--- src/rtl/core/cma_nlms_multipath_equalizer_assert.svh ---
// Assertion macros for the equalizer RTL.
// Depends on nothing; included by the top level module to check its own logic.
`ifndef CMA_NLMS_MULTIPATH_EQUALIZER_ASSERT_SVH
`define CMA_NLMS_MULTIPATH_EQUALIZER_ASSERT_SVH

// The consequence must hold in the same cycle as the antecedent.
`define CMAE_ASSERT_SAME(label, clk, rst, ante, cons, msg) \
   label: assert property (@(posedge clk) disable iff (rst) (ante) |-> (cons)) else $error(msg);

// The consequence must hold in the cycle after the antecedent.
`define CMAE_ASSERT_NEXT(label, clk, rst, ante, cons, msg) \
   label: assert property (@(posedge clk) disable iff (rst) (ante) |=> (cons)) else $error(msg);

`endif

--- src/rtl/core/cmae_pkg.sv ---
// Types and constants of the constant-modulus NLMS equalizer.
// Used by the divider unit and the top level; depends on nothing.
package cmae_pkg;

   // Fixed widths of the datapath.
   localparam int SAMPLE_W = 16;
   localparam int OUT_W    = 18;
   localparam int COEF_W   = 24;
   localparam int MUL_A_W  = 33;
   localparam int MUL_B_W  = 25;
   localparam int PROD_W   = MUL_A_W + MUL_B_W;
   localparam int ACC_W    = 48;
   localparam int POWER_W  = 38;
   localparam int DEN_W    = POWER_W + 1;
   localparam int ENV_W    = 38;
   localparam int ERR_W    = 22;
   localparam int NUM_W    = 54;
   localparam int F_W      = 32;
   localparam int T_W      = 49;

   // Register indexes of the configuration port.
   localparam logic [1:0] CSR_STEP_GAIN    = 2'd0;
   localparam logic [1:0] CSR_TARGET_LEVEL = 2'd1;
   localparam logic [1:0] CSR_DIV_LIMIT    = 2'd2;

   // Sequencer states.
   typedef enum logic [4:0] {
      ST_IDLE,
      ST_PWR,
      ST_FIR,
      ST_FIR_END,
      ST_ROUND,
      ST_ENV0,
      ST_ENV1,
      ST_ENV2,
      ST_ERR,
      ST_NUM,
      ST_NUM2,
      ST_DIV,
      ST_U0,
      ST_U1,
      ST_U2,
      ST_UPD,
      ST_DONE
   } cmae_state_type;

   // What to do with the product when it leaves the multiplier register.
   typedef enum logic [3:0] {
      P_NONE,
      P_PWR_ADD,
      P_PWR_SUB,
      P_ACC_I_ADD,
      P_ACC_I_SUB,
      P_ACC_Q_ADD,
      P_ENV_LOAD,
      P_ENV_ADD,
      P_UI,
      P_UQ,
      P_T_LOAD_I,
      P_T_ADD_I,
      P_T_LOAD_Q
   } cmae_prod_op_type;

   // Divider request and response.
   typedef struct packed {
      logic             start;
      logic             neg;
      logic [NUM_W-1:0] mag;
   } cmae_div_req_type;

   typedef struct packed {
      logic                  done;
      logic signed [F_W-1:0] quo;
   } cmae_div_rsp_type;

endpackage

--- src/rtl/core/cmae_div.sv ---
// Restoring divider for the normalized step, one quotient bit per cycle.
// Depends on cmae_pkg; the quotient is truncated toward zero and saturated to 32 bits.
module cmae_div
   import cmae_pkg::*;
(
   input  logic             clock,
   input  logic             reset,
   input  cmae_div_req_type div_req,
   input  logic [DEN_W-1:0] den,
   output cmae_div_rsp_type div_rsp
);

   localparam int CNT_W = $clog2(NUM_W);
   localparam logic [NUM_W-1:0] POS_LIM = {{(NUM_W-F_W){1'b0}}, 1'b0, {(F_W-1){1'b1}}};
   localparam logic [NUM_W-1:0] NEG_LIM = {{(NUM_W-F_W){1'b0}}, 1'b1, {(F_W-1){1'b0}}};

   logic             busy_ff;
   logic             done_ff;
   logic             neg_ff;
   logic [CNT_W-1:0] cnt_ff;
   logic [NUM_W-1:0] num_ff;
   logic [DEN_W-1:0] rem_ff;
   logic [DEN_W:0]   rem_sh;
   logic             fits;
   logic [DEN_W:0]   rem_diff;
   logic [DEN_W-1:0] rem_in;

   // One restoring step: shift in the next dividend bit, subtract if it fits.
   always_comb begin
      rem_sh   = {rem_ff, num_ff[NUM_W-1]};
      fits     = rem_sh >= {1'b0, den};
      rem_diff = rem_sh - {1'b0, den};
      rem_in   = fits ? rem_diff[DEN_W-1:0] : rem_sh[DEN_W-1:0];
   end

   // Control of the iteration.
   always_ff @(posedge clock) begin
      if (reset) begin
         busy_ff <= 1'b0;
         done_ff <= 1'b0;
         cnt_ff  <= '0;
      end else begin
         done_ff <= 1'b0;
         if (div_req.start) begin
            busy_ff <= 1'b1;
            cnt_ff  <= '0;
         end else if (busy_ff) begin
            cnt_ff <= cnt_ff + 1'b1;
            if (cnt_ff == CNT_W'(NUM_W - 1)) begin
               busy_ff <= 1'b0;
               done_ff <= 1'b1;
            end
         end
      end
   end

   // Dividend, remainder and quotient bits; the quotient fills num_ff.
   always_ff @(posedge clock) begin
      if (div_req.start) begin
         num_ff <= div_req.mag;
         rem_ff <= '0;
         neg_ff <= div_req.neg;
      end else if (busy_ff) begin
         num_ff <= {num_ff[NUM_W-2:0], fits};
         rem_ff <= rem_in;
      end
   end

   // Apply the sign and saturate.
   always_comb begin
      div_rsp.done = done_ff;
      if (!neg_ff) begin
         div_rsp.quo = (num_ff > POS_LIM) ? $signed(POS_LIM[F_W-1:0])
                                           : $signed(num_ff[F_W-1:0]);
      end else begin
         div_rsp.quo = (num_ff > NEG_LIM) ? $signed(NEG_LIM[F_W-1:0])
                                           : -$signed(num_ff[F_W-1:0]);
      end
   end

endmodule
--- config.mk ---
export PLATFORM = sky130hd
export DESIGN_NAME = cmae_div
export DESIGN_NICKNAME = d
export VERILOG_FILES = /design/src/rtl/core/cma_nlms_multipath_equalizer_assert.svh /design/src/rtl/core/cmae_pkg.sv /design/src/rtl/core/cmae_div.sv
export SDC_FILE = /design/constraint.sdc
export NUM_CORES = 1
export LEC_CHECK = 0
export BUFFER_PORTS_ARGS = -buffer_cell sky130_fd_sc_hd__buf_4
export CAP_MARGIN = 40
export CORE_UTILIZATION = 53
export CTS_BUF_LIST = sky130_fd_sc_hd__clkbuf_4 sky130_fd_sc_hd__clkbuf_8
export CTS_CLUSTER_DIAMETER = 200
export CTS_CLUSTER_SIZE = 28
export DETAILED_ROUTE_END_ITERATION = 12
export PLACE_DENSITY = 0.88
export SYNTH_ARGS = -nofsm -noshare
export SYNTH_HDL_FRONTEND = slang
export SYNTH_SLANG_ARGS = --single-unit
--- constraint.sdc ---
create_clock -name clock -period 3.15 [get_ports clock]
set_input_delay 0.63 -clock clock [delete_from_list [all_inputs] [get_ports clock]]
set_output_delay 0.63 -clock clock [all_outputs]
set_load 0.02 [all_outputs]
After elaboration in Yosys (flattened, before gate mapping)
Cells that the tools add are included.
{"block": "classes", "add_sub_neg": 3, "mul": 0, "n_div": 0, "magnitude_cmp": 3, "n_eq_ne": 1, "n_shift": 0, "mux": 10, "bitwise": 1, "reduce_logical": 3}
{"cell": "54-bit two-way mux", "count": 2}
{"cell": "32-bit two-way mux", "count": 3}
{"cell": "54-bit by 31-bit greater-than comparator with 1-bit output (second input constant)", "count": 1}
{"cell": "54-bit by 32-bit greater-than comparator with 1-bit output (second input constant)", "count": 1}
{"cell": "40-bit by 39-bit >= comparator with 1-bit output", "count": 1}
{"cell": "39-bit two-way mux", "count": 1}
{"cell": "39-bit subtractor", "count": 1}
{"cell": "32-bit negation", "count": 1}
{"cell": "6-bit by 1-bit adder with 6-bit output (second input constant)", "count": 1}
{"cell": "6-bit == test (second input constant)", "count": 1}
{"cell": "1-bit two-way mux", "count": 4}
{"cell": "3-bit OR reduction", "count": 1}
{"cell": "2-bit nonzero test", "count": 1}
{"cell": "2-bit OR reduction", "count": 1}
{"cell": "1-bit inverter", "count": 1}
{"block": "totals", "register_bits": 102, "latch_bits": 0, "mem_bits_rw": 0, "rom_bits": 0, "input_bits": 97, "word_cells": 27, "mem_count": 0}

Longest topological paths before layout
Gate-level depths: netlist of run 1.
{"block": "depth", "ltp_word": 4, "ltp_mapped": 14}

Worst setup path before layout of run 1
OpenSTA, ideal clock, no wires.
{"block": "synth_timing", "path_kind": "register to output", "start": "register num_ff[14]", "end": "output port div_rsp[12] (netlist name)", "arrival_time_ns": 3.104, "required_ns": 2.520, "setup_slack_ns": -0.584, "path_stages_with_launch": 9, "n_path_buf": 1, "path_cell_list": "edfxtp_1 > nor4_4 > nand2_2 > nor3_2 > nand4_1 > o41ai_2 > nand3_1 > clkbuf_1 > o311ai_0"}
{"element": "from (decl)", "line_no": "cmae_div.sv:21", "source": "logic [NUM_W-1:0] num_ff;"}
{"element": "from (signal assigned)", "line_no": "cmae_div.sv:60", "source": "num_ff <= div_req.mag;"}
{"element": "from (signal assigned)", "line_no": "cmae_div.sv:64", "source": "num_ff <= {num_ff[NUM_W-2:0], fits};"}
{"element": "to (decl)", "line_no": "cmae_div.sv:10", "source": "output cmae_div_rsp_type div_rsp"}

==> flow_metrics.env, run 1 <==
export IMPL_yosys_area_top_type_share_pct=21.34
export IMPL_finalNonFillerCells=1328
export IMPL_worst_slack_ps=-1445
export IMPL_regToRegSetupSlack_ps=120
export IMPL_worst_pin_slew_ps=832.4
export IMPL_power_switching_fraction_pct=36.38
export IMPL_wl_per_cell_um=22.91
export IMPL_worstRegToRegCells=14
export IMPL_whs_endpoint="busy_ff"
export IMPL_timing_fmax_ghz=0.2177
export IMPL_powerDensity_nw_per_um2=376.5
export IMPL_tritoncts="built"
export IMPL_period_share_pct=145.9
export IMPL_violations="negative setup slack"
export IMPL_hpwl_mm=16.95
export IMPL_cts_root_buf="clkbuf_8"
export IMPL_maxSlewViolCount=0
export IMPL_route_detailed_drc=0
export IMPL_utilization_pct=78.20
export IMPL_p_clk_share_pct=19.4
export IMPL_status="complete, but fails checks"
export IMPL_fin_nets=1281
export IMPL_num_rows=43
export IMPL_ys_seq_area_share_pct=33.49
export IMPL_final_common_cell="buf_4"
export IMPL_ys_top_cells_by_area="edfxtp_1 (21%), dfxtp_1 (12%), mux2_2 (8.1%), ha_1 (6.8%), a21oi_1 (4.1%)"
export IMPL_io_buffers=129
export IMPL_finalCriticalPeriod_ps=4595
export IMPL_ys_ff_latch=102
export IMPL_reg2reg_to="rem_ff[19]"
export IMPL_synthXorXnorAreaFrac_pct=3.734
export IMPL_cp_max_fo=5
export IMPL_hold_buffers=0
export IMPL_synth_largest_area_cell="edfxtp_1"
export IMPL_layout_common_cells="buf_4 (243), nor2_1 (76), nand2_1 (71)"
export IMPL_endpoint_kind="primary output"
export IMPL_die_height_um=122.9
export IMPL_grt_pass1_wl_mm=41.90
export IMPL_path_clk_slew_ps=100
export IMPL_p_switching_uw=1504
export IMPL_hold_depth=2
export IMPL_grt_ovfl_total=0
export IMPL_yosysWarnings=0
export IMPL_gp_congestion=0.9467
export IMPL_clk_path_buf_depth=2
export IMPL_use_met1_pct=40.67
export IMPL_synth_top_family_by_area="compound AO/OA/AOI/OAI gates"
export IMPL_crit_type="reg2out"
export IMPL_synth_compound_area_share_pct=20.87
export IMPL_cp_slowest_cell="nor3_2"
export IMPL_cp_required_ps=2520
export IMPL_vias=8804
export IMPL_top_usage_layer="met2"
export IMPL_die_x_um=122.9
export IMPL_drt_iter0_markers=1072
export IMPL_grt_use_met2_pct=61.69
export IMPL_pre_cts_slack_ps=-503.4
export IMPL_cp_arrival_ps=3960
export IMPL_synth_fa_ha_area_share_pct=7.047
export IMPL_slew_headroom_pct=44.14
export IMPL_syn_num_nets=1033
export IMPL_seq_power_share_pct=40.1
export IMPL_numCtsBuffers=9
export IMPL_syn_to_final_growth_pct=41.85
export IMPL_io_pins=130
export IMPL_wl_mm=30.42
export IMPL_cts_sink_count=102
export IMPL_synth_area_mux_share_pct=10.93
export IMPL_grt_usage_pct=36.08
export IMPL_rr_startpoint="num_ff[53]"
export IMPL_tns_ps=-33970
export IMPL_synth_simple_area_share_pct=18.30
export IMPL_whs_ps=383.6
export IMPL_crit_top_cell="or3_1"
export IMPL_worst_setup_path_start_kind="register"
export IMPL_drive_gt1_share_pct=38.31
export IMPL_core_um2=14040
export IMPL_ir_drop_uv=194.7
export IMPL_synthCells=893
export IMPL_syn_area_um2=7741
export IMPL_crit_path_max_incr_delay_ps=660
export IMPL_p_leak_uw=0.004834
export IMPL_use_met3_pct=7.249
export IMPL_antenna_found_initial=2
export IMPL_grt_max_degree=64
export IMPL_setup_violations=32
export IMPL_cp_cell_sequence="buf_4 -> or3_1 -> nor3_2 -> nand3_1 -> or3_1 -> or3_1 -> nor3_2 -> o311ai_4 -> buf_6"
export IMPL_clock_latency_ps=400
export IMPL_synth_edf_count=55
export IMPL_synthArstFlopShare_pct=0
export IMPL_htree_levels=3
export IMPL_worstHoldStart="reset"
export IMPL_rsz0062_at_grt="yes"
export IMPL_start_util_pct=55.13
export IMPL_cap_violations=0
export IMPL_fin_skew_ps=13.55
export IMPL_p_int_uw=2631
export IMPL_finalHoldViolations=0
export IMPL_synth_cell_type_count=72
export IMPL_pwr_share_comb_pct=40.5
export IMPL_avgSynthCellArea_um2=8.669
export IMPL_grt_pass1_vias=8373
export IMPL_synth_flop_cell="edfxtp_1"
export IMPL_ant_nets=0
export IMPL_min_path_type="in2reg"
export IMPL_dp_cells=1287
export IMPL_die_area_um2=15090
export IMPL_first_pass_iters=6
export IMPL_drt_vias_per_instance=6.630
[power groups by stage]
stage               Sequential [uW]  Combinational (uW)  Clock (uW)
floorplan                      1670                 863           0
global route                   1670                1780         857
detailed placement             1670                1430           0
CTS                            1640                1530         789
finish                         1660                1670         801
global placement               1650                1390           0
[per-layer routing]
layer  wire length, um  part of all wire (%)
met1             10370                    34
met5                46                  0.15
met4              2498                   8.2
met2             14070                    46
met3              3434                    11
[cell usage after synthesis, types with 27 or more instances]
| master | n |
|---|---|
| nand2_1 | 76 |
| nor2_1 | 76 |
| inv_1 | 64 |
| a21oi_1 | 63 |
| mux2_2 | 56 |
| o21ai_0 | 56 |
| edfxtp_1 | 55 |
| dfxtp_1 | 47 |
| ha_1 | 42 |
| a211oi_1 | 38 |
| clkbuf_1 | 37 |
| o311ai_0 | 27 |
[how the worst max path moves through the flow]
| stage | slack (ps) | end | start | depth (start not counted) |
|---|---|---|---|---|
| final | -1440 | div_rsp[21] | num_ff[2] | 9 |
| after detailed placement | -500 | div_rsp[29] | num_ff[8] | 9 |
| after floorplan | -340 | div_rsp[31] | num_ff[14] | 9 |
| after CTS | -900 | div_rsp[31] | num_ff[14] | 10 |
| after global placement | -450 | div_rsp[29] | num_ff[14] | 9 |
| after global routing | -1510 | div_rsp[21] | num_ff[2] | 9 |
[layout make-up]
type | count | area [um2]
Clock inverter | 4 | 31.28
Timing Repair Buffer | 284 | 2371
Antenna cell | 2 | 5.005
Sequential cell | 102 | 2594
Multi-Input combinational cell | 680 | 5368
Fill cell | 806 | 3062
Tap cell | 180 | 225.2
Inverter | 64 | 240.2
Clock buffer | 12 | 146.4
[sequential cells by signal, summed over array words and instances (netlist names)]
register and count:
busy_ff 1, cnt_ff 6, done_ff 1, neg_ff 1
num_ff 54, rem_ff 39
[critical path: cells and delay by family (launching register included)]
kind / cells / cell delay, ps
buffers and inverters: 2 / 440
AO/OA/AOI/OAI: 1 / 270
flip-flops: 1 / 440
AND/OR/NAND/NOR: 6 / 2400
[per-stage QoR]
stage / instance area (um2) / total power [uW]
global route: 10980 / 4301
global placement: 10100 / 3046
CTS: 10820 / 3954
detailed placement: 10100 / 3100
finish: 10980 / 4135
floorplan: 8097 / 2531
[kinds of logic (layout without fill, tap and decap cells)]
kind of cell	Yosys count	after routing
AND/OR/NAND/NOR	281	281
AO/OA/AOI/OAI	246	246
buffers and inverters	111	364
flip-flops	102	102
multiplexers	77	77
adder cells (fa/ha/maj)	43	43
XOR/XNOR	33	33
other	0	2
[what timing repair did]
action                                  CTS  global route
gates cloned                              2             0
pin swaps                                16            13
hold endpoints to repair                  0             0
setup buffers                            16             6
resized for setup                        80            33
endpoints found under the setup margin   32            68
(Power assumes the default switching activity.)
==> run 2: changes to the inputs <==
ABC_AREA = 1   (was not set)
CORE_UTILIZATION = 54   (was 53)
==> run 2 against run 1 <==
Against the previous run: the run now ends clean; hold slack improved by 34 ps; synthesized cell count increased by 59%; global-route usage decreased by 6.2 points; setup slack improved by 1500 ps.
==> flow_metrics.env, run 2 <==
export IMPL_status="completed"
export IMPL_slew_headroom_pct=43.17
export IMPL_period_share_pct=99.20
export IMPL_cts_sink_count=102
export IMPL_min_path_type="in2reg"
export IMPL_path_clk_slew_ps=120
export IMPL_route_detailed_drc=0
export IMPL_top_layer_used="met4"
export IMPL_worst_pin_slew_ps=851.5
export IMPL_clock_latency_ps=410
export IMPL_io_buffers=129
export IMPL_pwr_share_comb_pct=22.4
export IMPL_start_util_pct=55.26
export IMPL_synth_flop_cell="edfxtp_1"
export IMPL_cp_required_ps=2520
export IMPL_powerDensity_nw_per_um2=305.5
export IMPL_tns_ps=0
export IMPL_p_switching_uw=1098
export IMPL_syn_num_nets=1558
export IMPL_ir_drop_uv=284.5
export IMPL_wl_per_cell_um=14.09
export IMPL_fin_skew_ps=14.27
export IMPL_timing_fmax_ghz=0.3200
export IMPL_reg_top3="num_ff x54, rem_ff x39, cnt_ff x6"
export IMPL_worst_slack_ps=25.08
export IMPL_wl_met3_mm=1.794
export IMPL_fin_nets=1684
export IMPL_yosys_area_top_type_share_pct=21.93
export IMPL_cts_root_buf="clkbuf_8"
export IMPL_crit_type="reg2out"
export IMPL_cap_violations=0
export IMPL_htree_levels=3
export IMPL_wl_met1_mm=10.54
export IMPL_dr_wl_met2_mm=11.88
export IMPL_hold_buffers=0
export IMPL_first_pass_iters=6
export IMPL_yosysMostFrequentCell="nand2_1"
export IMPL_die_height_um=129.3
export IMPL_finalNonFillerCells=1765
export IMPL_finalHoldViolations=0
export IMPL_maxSlewViolCount=0
export IMPL_syn_to_final_growth_pct=20.04
export IMPL_io_pins=130
export IMPL_setup_violations=0
export IMPL_p_int_uw=2109
export IMPL_synthCells=1418
export IMPL_worst_setup_path_start_kind="register"
export IMPL_yosys_top_cells_count="nand2_1 (511), inv_1 (200), nor2_1 (170), o21ai_0 (87), nand3_1 (71)"
export IMPL_pre_cts_slack_ps=236.5
export IMPL_ys_seq_area_share_pct=29.64
export IMPL_finalCriticalPeriod_ps=3125
export IMPL_tritoncts="built"
export IMPL_drt_vias_per_instance=5.276
export IMPL_synth_largest_area_cell="nand2_1"
export IMPL_clk_path_buf_depth=2
export IMPL_grt_pass1_wl_mm=39.18
export IMPL_largest_reg_flops=54
export IMPL_ys_ff_latch=102
export IMPL_final_common_cell="nand2_1"
export IMPL_grt_ovfl_total=0
export IMPL_grt_pass1_vias=8318
export IMPL_ys_top_cells_by_area="nand2_1 (22%), edfxtp_1 (19%), dfxtp_1 (11%), inv_1 (8.6%), nor2_1 (7.3%)"
export IMPL_core_um2=15830
export IMPL_hpwl_mm=19.10
export IMPL_finish_instance_area_um2=10500
export IMPL_synth_edf_count=55
export IMPL_drt_iter0_markers=624
export IMPL_rsz0062_at_grt="yes"
export IMPL_layout_common_cells="nand2_1 (509), inv_1 (198), nor2_1 (167)"
export IMPL_p_leak_uw=0.005269
export IMPL_gp_congestion=1.024
export IMPL_die_x_um=129.3
export IMPL_top_register="num_ff"
export IMPL_synthArstFlopShare_pct=0
export IMPL_grt_usage_pct=29.84
export IMPL_synth_cell_type_count=42
export IMPL_antenna_found_initial=0
export IMPL_cp_arrival_ps=2490
export IMPL_ant_nets=0
export IMPL_antenna_cells=0
export IMPL_vias=9313
export IMPL_p_clk_share_pct=28.3
export IMPL_die_area_um2=16710
export IMPL_post_dp_cell_area_um2=9908
export IMPL_dp_cells=1736
export IMPL_avgSynthCellArea_um2=6.168
export IMPL_drive_gt1_share_pct=15.49
export IMPL_cp_max_fo=8
export IMPL_syn_area_um2=8746
export IMPL_whs_ps=417.1
export IMPL_fillers=1418
export IMPL_grt_max_degree=50
export IMPL_endpoint_kind="primary output"
export IMPL_wl_mm=24.87
export IMPL_yosysWarnings=0
export IMPL_power_switching_fraction_pct=34.23
export IMPL_num_rows=46
export IMPL_numCtsBuffers=9
export IMPL_seq_power_share_pct=49.2
-- run 2: critical path: stages (launching register included) --
cell and delay [ps]:
edfxtp_1 440, buf_6 140, nor3_4 190, nand3_2 150, nor2_4 150, nand2_4 80, nor2_4 220, nand2_2 110
buf_4 150, xor2_1 160, o21ai_2 160, buf_6 130
-- run 2: repair_timing --
action	in CTS	in global routing
resized for setup	11	68
gates cloned	1	2
setup endpoints to repair	29	32
pin swaps	0	12
setup buffers	0	10
hold endpoints to repair	0	0
-- run 2: through the flow --
| stage | total power, uW | util [%] |
|---|---|---|
| after floorplan | 1981 | - |
| after global placement | 2245 | 62.60 |
| after detailed placement | 2254 | 62.60 |
| after CTS | 3151 | 64.19 |
| after global routing | 3340 | 66.33 |
| final | 3207 | 66.33 |
-- run 2: worst paths after layout --
path	start	endpoint	slack, ps	cells after the start
worst max-delay path	num_ff[0]	div_rsp[21]	30	11
worst min-delay path	div_req[54]	neg_ff	420	1
worst max register to register	num_ff[53]	rem_ff[29]	540	14
worst min register to register	rem_ff[18]	rem_ff[18]	480	2
-- run 2: layout make-up --
type / instances / area, um2 / area share, %
clock inverters: 7 / 86.33 / 0.8223
well taps: 216 / 270.3 / 2.574
clock buffers: 9 / 123.9 / 1.180
multi-input cells: 1068 / 5445 / 51.87
flip-flops and latches: 102 / 2592 / 24.69
repair buffers: 151 / 1185 / 11.29
inverters: 212 / 795.8 / 7.580
-- run 2: per-layer routing --
layer | GRT usage (%) | up-vias
li1 | - | 4704
met1 | 37.51 | 4191
met2 | 51.96 | 373
met3 | 3.799 | 45
met4 | 11.63 | 0
met5 | 0 | -
-- run 2: logic make-up after synthesis --
kind of cell	share of synthesized area (%)
flops	29.64
fa+ha+maj	6.237
buf+inv	11.42
simple gates	38.66
compound gates	9.542
xor+xnor	4.506
-- run 2: power groups by stage --
stage | combinational, uW | clock (uW) | sequential [uW]
after detailed placement | 652 | 0 | 1600
after global routing | 793 | 960 | 1590
after CTS | 657 | 920 | 1570
final | 720 | 908 | 1580
after floorplan | 407 | 0 | 1570
after global placement | 645 | 0 | 1600
==> run 3: changes to the inputs <==
RECOVER_POWER = 50   (was not set)
==> run 3 against run 2 <==
Against the previous run: the run now ends with max-capacitance violations, max-slew violations left; global-route usage stayed put; critical endpoint unchanged; register-to-register slack hardly changed; sequential share of layout area hardly changed; critical path type unchanged.
==> flow_metrics.env, run 3 (synthesized netlist as in run 2, its figures left out) <==
export IMPL_gp_congestion=1.024
export IMPL_io_buffers=129
export IMPL_syn_to_final_growth_pct=19.86
export IMPL_largest_reg_flops=54
export IMPL_cp_arrival_ps=2490
export IMPL_endpoint_kind="primary output"
export IMPL_cp_cell_sequence="buf_6 -> nor3_4 -> nand3_2 -> nor2_4 -> nand2_4 -> nor2_4 -> nand2_2 -> buf_4 -> xor2_1 -> o21ai_2 -> buf_6"
export IMPL_whs_ps=465.8
export IMPL_wl_per_cell_um=14.05
export IMPL_period_share_pct=99.04
export IMPL_min_path_type="in2reg"
export IMPL_worst_pin_slew_ps=1895
export IMPL_post_dp_cell_area_um2=9908
export IMPL_finish_instance_area_um2=10480
export IMPL_p_clk_share_pct=28.3
export IMPL_p_switching_uw=1093
export IMPL_reg_top3="num_ff x54, rem_ff x39, cnt_ff x6"
export IMPL_finalHoldViolations=0
export IMPL_fin_skew_ps=11.79
export IMPL_cts_root_buf="clkbuf_8"
export IMPL_drt_vias_per_instance=5.235
export IMPL_io_pins=130
export IMPL_p_leak_uw=0.005257
export IMPL_die_height_um=129.3
export IMPL_clock_latency_ps=410
export IMPL_drive_gt1_share_pct=15.24
export IMPL_grt_pass1_wl_mm=39.18
export IMPL_setup_violations=0
export IMPL_ir_drop_uv=282.4
export IMPL_pre_cts_slack_ps=236.5
export IMPL_antenna_found_initial=0
export IMPL_cp_max_fo=8
export IMPL_wl_mm=24.80
export IMPL_core_um2=15830
export IMPL_violations="max-capacitance violations, max-slew violations"
export IMPL_power_switching_fraction_pct=34.14
export IMPL_first_pass_iters=6
export IMPL_grt_max_degree=50
export IMPL_finalNonFillerCells=1765
export IMPL_hold_depth=1
export IMPL_maxSlewViolCount=50
export IMPL_final_common_cell="nand2_1"
export IMPL_hold_buffers=0
export IMPL_pwr_share_comb_pct=22.4
export IMPL_tritoncts="built"
export IMPL_cp_required_ps=2520
export IMPL_crit_type="reg2out"
export IMPL_numCtsBuffers=9
export IMPL_finalCriticalPeriod_ps=3120
export IMPL_die_area_um2=16710
export IMPL_path_clk_slew_ps=120
export IMPL_htree_levels=3
export IMPL_hpwl_mm=19.10
export IMPL_top_register="num_ff"
export IMPL_p_int_uw=2108
export IMPL_worstRegToRegCells=14
export IMPL_worst_setup_path_start_kind="register"
export IMPL_rsz0062_at_grt="yes"
export IMPL_start_util_pct=55.26
export IMPL_seq_power_share_pct=49.3
export IMPL_dp_cells=1736
export IMPL_status="complete, but fails checks"
export IMPL_cp_slowest_cell="edfxtp_1"
export IMPL_crit_path_max_incr_delay_ps=440
export IMPL_worst_slack_ps=30.11
export IMPL_fin_nets=1684
export IMPL_cap_violations=1
export IMPL_layout_common_cells="nand2_1 (509), inv_1 (198), nor2_1 (168)"
export IMPL_route_detailed_drc=0
export IMPL_fillers=1426
export IMPL_grt_usage_pct=29.84
export IMPL_num_rows=46
export IMPL_die_x_um=129.3
export IMPL_grt_pass1_vias=8318
export IMPL_antenna_cells=0
export IMPL_slew_headroom_pct=-26.31
export IMPL_clk_path_buf_depth=2
export IMPL_timing_fmax_ghz=0.3205
export IMPL_powerDensity_nw_per_um2=305.4
export IMPL_ant_nets=0
export IMPL_drt_iter0_markers=732
export IMPL_cts_sink_count=102
export IMPL_grt_ovfl_total=0
export IMPL_vias=9240
-- run 3: changes by cell type in the layout (fill, tap and decap cells not counted) --
cell / delta
buf_4: -4
clkbuf_1: +3
clkbuf_2: +1
nor2_1: +1
nor2_2: -1
-- run 3: final cells by class --
type | count | area [um2] | share of cell area (%)
Multi-Input combinational cell | 1068 | 5443 | 51.92
Sequential cell | 102 | 2592 | 24.73
Timing Repair Buffer | 151 | 1171 | 11.17
Inverter | 212 | 795.8 | 7.591
Tap cell | 216 | 270.3 | 2.578
Clock buffer | 9 | 123.9 | 1.182
Clock inverter | 7 | 86.33 | 0.8236
-- run 3: what timing repair did --
| item | 4_1_cts | 5_1_grt |
|---|---|---|
| buffers inserted | 0 | 10 |
| setup endpoints to repair | 29 | 32 |
| gates resized for setup | 11 | 68 |
| gates cloned | 1 | 2 |
| pin swaps | 0 | 12 |
-- run 3: critical path, delay by kind of cell, from the launching register on --
kind | cells | cell delay (ps)
flops | 1 | 440
xor+xnor | 1 | 160
buf+inv | 3 | 420
simple gates | 6 | 900
compound gates | 1 | 160
-- run 3: per-stage QoR --
step | power (uW) | util [%] | setup TNS [ps]
3_3_place_gp | 2245 | 62.60 | 0
2_1_floorplan | 1981 | - | 0
3_5_place_dp | 2254 | 62.60 | 0
5_1_grt | 3340 | 66.23 | -236.4
4_1_cts | 3151 | 64.19 | -185.4
6_report | 3201 | 66.23 | 0
-- run 3: routing by layer --
layer | global-route usage [%] | part of all wire [%] | up-vias
met5 | 0 | 0 | -
met4 | 11.63 | 2.6 | 0
met3 | 3.799 | 7.1 | 45
met2 | 51.96 | 48 | 352
met1 | 37.51 | 42 | 4132
li1 | - | - | 4711
-- run 3: worst paths after layout --
kind                from          end  slack [ps]
max            num_ff[0]  div_rsp[21]          30
max reg2reg   num_ff[53]   rem_ff[29]         540
min          div_req[54]       neg_ff         470
min reg2reg   rem_ff[34]   rem_ff[34]         480
-- run 3: power groups by stage --
| stage | sequential, uW | clock [uW] | combinational [uW] |
|---|---|---|---|
| final | 1580 | 905 | 718 |
| after global routing | 1590 | 960 | 792 |
| after global placement | 1600 | 0 | 645 |
| after floorplan | 1570 | 0 | 407 |
| after CTS | 1570 | 920 | 657 |
| after detailed placement | 1600 | 0 | 652 |
